## src/hdl/lpht_ram.sv

```systemverilog
// ----------------------------------------------------------------------------
// lpht_ram: generic simple dual-port RAM
// One write port, one read port, registered read data.
// ----------------------------------------------------------------------------
module lpht_ram #(
  parameter int unsigned WIDTH = 8,
  parameter int unsigned DEPTH = 16
) (
  input  logic                     clk,
  input  logic                     we,
  input  logic [$clog2(DEPTH)-1:0] waddr,
  input  logic [WIDTH-1:0]         wdata,
  input  logic                     re,
  input  logic [$clog2(DEPTH)-1:0] raddr,
  output logic [WIDTH-1:0]         rdata
);

  logic [WIDTH-1:0] mem [DEPTH];

  always_ff @(posedge clk) begin
    if (we) begin
      mem[waddr] <= wdata;
    end
    if (re) begin
      rdata <= mem[raddr];
    end
  end

endmodule
```

## config.mk

```make
export PLATFORM = sky130hd
export DESIGN_NAME = lpht_ram
export DESIGN_NICKNAME = d
export VERILOG_FILES = /design/src/hdl/lpht_ram.sv
export SDC_FILE = /design/constraint.sdc
export NUM_CORES = 1
export LEC_CHECK = 0
export BUFFER_PORTS_ARGS = -buffer_cell sky130_fd_sc_hd__buf_4
export CORE_MARGIN = 2
export CORE_UTILIZATION = 30
export CTS_CLUSTER_DIAMETER = 50
export DETAILED_ROUTE_END_ITERATION = 6
export GPL_TIMING_DRIVEN = 1
export PLACE_DENSITY = 0.49
export REMOVE_ABC_BUFFERS = 1
export SLEW_MARGIN = 40
export SYNTH_ARGS = -nofsm -noshare
export SYNTH_HDL_FRONTEND = slang
export SYNTH_SLANG_ARGS = --single-unit
```

## constraint.sdc

```tcl
create_clock -name clk -period 4.82 [get_ports clk]
set_input_delay 0.241 -clock clk [delete_from_list [all_inputs] [get_ports clk]]
set_output_delay 0.241 -clock clk [all_outputs]
set_load 0.02 [all_outputs]
```

==> reports/qor.yml <==
grt_max_degree: 33
overflow: 0
crit_required_ns: 4.97
wl_per_cell_um: 20.9
dp_hpwl_um: 6470
critPathArrivalTime_ns: 1.79
finalHoldViolations: 0
synth_top_area_share_pct: 78.1
yosysSeqAreaShare_pct: 78.1
layout.nets: 285
drv_slew: 0
clock.fmax_mhz: 609
synthesis.area_mm2: 0.00523
met1_usage_pct: 16.2
fin_skew_ns: 0.00412
place_congestion: 0.666
cts_resized: 0
clk_pin_slew_ns: 0.05
tightestPinTransition_ns: 0.821
use_met3_pct: 3.06
grt_pass1_vias: 2452
synth_area_leaders: "edfxtp_1 (78%), mux4_2 (7.8%), mux4_1 (7.0%)"
final_common_cell: "edfxtp_1"
synth.avg_cell_area_um2: 22.8
postCtsSetupBuffers: 0
setup_slack_ns: 3.18
p_leak_uw: 0.00200
numCtsBuffers: 17
irDropWorstVdd_mv: 0.280
start_util_pct: 30.4
grt_pass1_wl_um: 15600
top_usage_layer: "met2"
ys_seq_elements: 136
drcViolationCount: 0
cts_htree_levels: 4
endpoint_kind: "register"
rows: 48
num_antenna_cells: 0
fin_setup_tns_ns: 0
status: "finished clean"
syn2layout_area_growth_pct: 18.6
die_x_um: 136
clkLatencyLatePin_ns: 0.42
synth_warnings: 0
yosys.area.top_type: "edfxtp_1"
setup_viol: 0
cts_sinks: 136
rsz0062_at_grt: "no"
power_uw: 2610
cap_violations: 0
die_h_um: 136
cts_tree: "yes"
pre_cts_slack_ns: 2.71
mostFrequentLayoutCells: "edfxtp_1 (136), buf_4 (28), mux4_2 (18), clkbuf_16 (17), a22oi_1 (16)"
hold_path_class: "in -> reg"
cts_root_buf: "clkbuf_16"
drt_iter0_markers: 178
antenna_found_initial: 0
dr_total_vias: 2344
relSlewSlack_pct: 45.1
dr.pass1.iters: 4
wl_um: 10500
use_met2_pct: 19.3
pwr_density_cell_mw_per_mm2: 421
postRouteAntennaNets: 0
yosys.cell_types.count: 18
cp_max_fo: 32
syn_inst: 229
dieArea_mm2: 0.0185
cts_buffer_depth: 2
grtUsageTotal_pct: 12.5
drive_gt1_share_pct: 31.2
pin_count: 27
period_needed_ns: 1.64
critPathLaunchType: "input port"
avgViaCountPerCell: 4.65
core_mm2: 0.0172
path_class: "in -> reg"
io_buffers: 26
period_share_pct: 34.1
postCtsHoldBufs: 0
-- through the flow --
stage | cells | area [um2] | hold slack, ns | utilization, %
floorplan | 219 | 5140 | 0.340 | -
global placement | 472 | 5640 | 0.543 | 32.8
detailed placement | 472 | 5670 | 0.553 | 33.0
CTS | 504 | 6190 | 0.113 | 36.1
global route | 504 | 6200 | 0.131 | 36.1
finish | 504 | 6200 | 0.130 | 36.1
-- synth_stat cells --
library cell     number
edfxtp_1            136
mux4_2               18
a22oi_1              16
mux4_1               14
nor2_1               13
nand2_1               9
nor3_1                4
buf_2                 3
buf_6                 3
clkdlybuf4s25_2       3
nand2b_1              2
nand3b_1              2
and2_1                1
and2b_1               1
buf_4                 1
nand3_1               1
nor2b_1               1
or3b_2                1
-- area by class of cell --
cell class                      instances  area (um2)
Clock buffer                           18         429
Fill cell                            1618       11000
Sequential cell                       136        4080
Clock inverter                         14        90.1
Multi-Input combinational cell         83        1110
Timing Repair Buffer                   28         210
Tap cell                              225         282
-- logic make-up after synthesis --
logic type | share of synthesized area (%)
buffers and inverters | 1.65
AND/OR/NAND/NOR | 3.14
AO/OA/AOI/OAI | 2.30
multiplexers | 14.8
flip-flops | 78.1
-- metal layers --
| metal | vias up | wire [um] |
|---|---|---|
| met2 | 56 | 5060 |
| li1 | 1056 | - |
| met5 | - | 0 |
| met1 | 1215 | 4780 |
| met3 | 17 | 411 |
| met4 | 0 | 276 |
-- path summary, 6_finish.rpt --
path | from | to | slack (ns) | cells past startpoint
max | raddr[0] | rdata[2] | 3.18 | 4
min | wdata[6] | mem[10][6] | 0.13 | 1
max reg2reg | mem[0][2] | rdata[2] | 3.28 | 3
min reg2reg | mem[14][4] | rdata[4] | 0.74 | 3
-- registers in the layout (all words and copies together), names as in the netlist --
register	count
rdata	8
mem	128
-- worst max-delay path, cell delays in order --
cell and delay (ns):
buf_4 0.47, mux4_1 0.63, a22oi_1 0.29, nand2_1 0.14
-- power breakdown --
group | internal [uW] | switching [uW] | total [uW]
Sequential | 1330 | 6.79 | 1340
Combinational | 54.1 | 77.9 | 132
Clock | 689 | 449 | 1140
Total | 2080 | 534 | 2610
No activity file was read; power rests on OpenSTA's default activity.
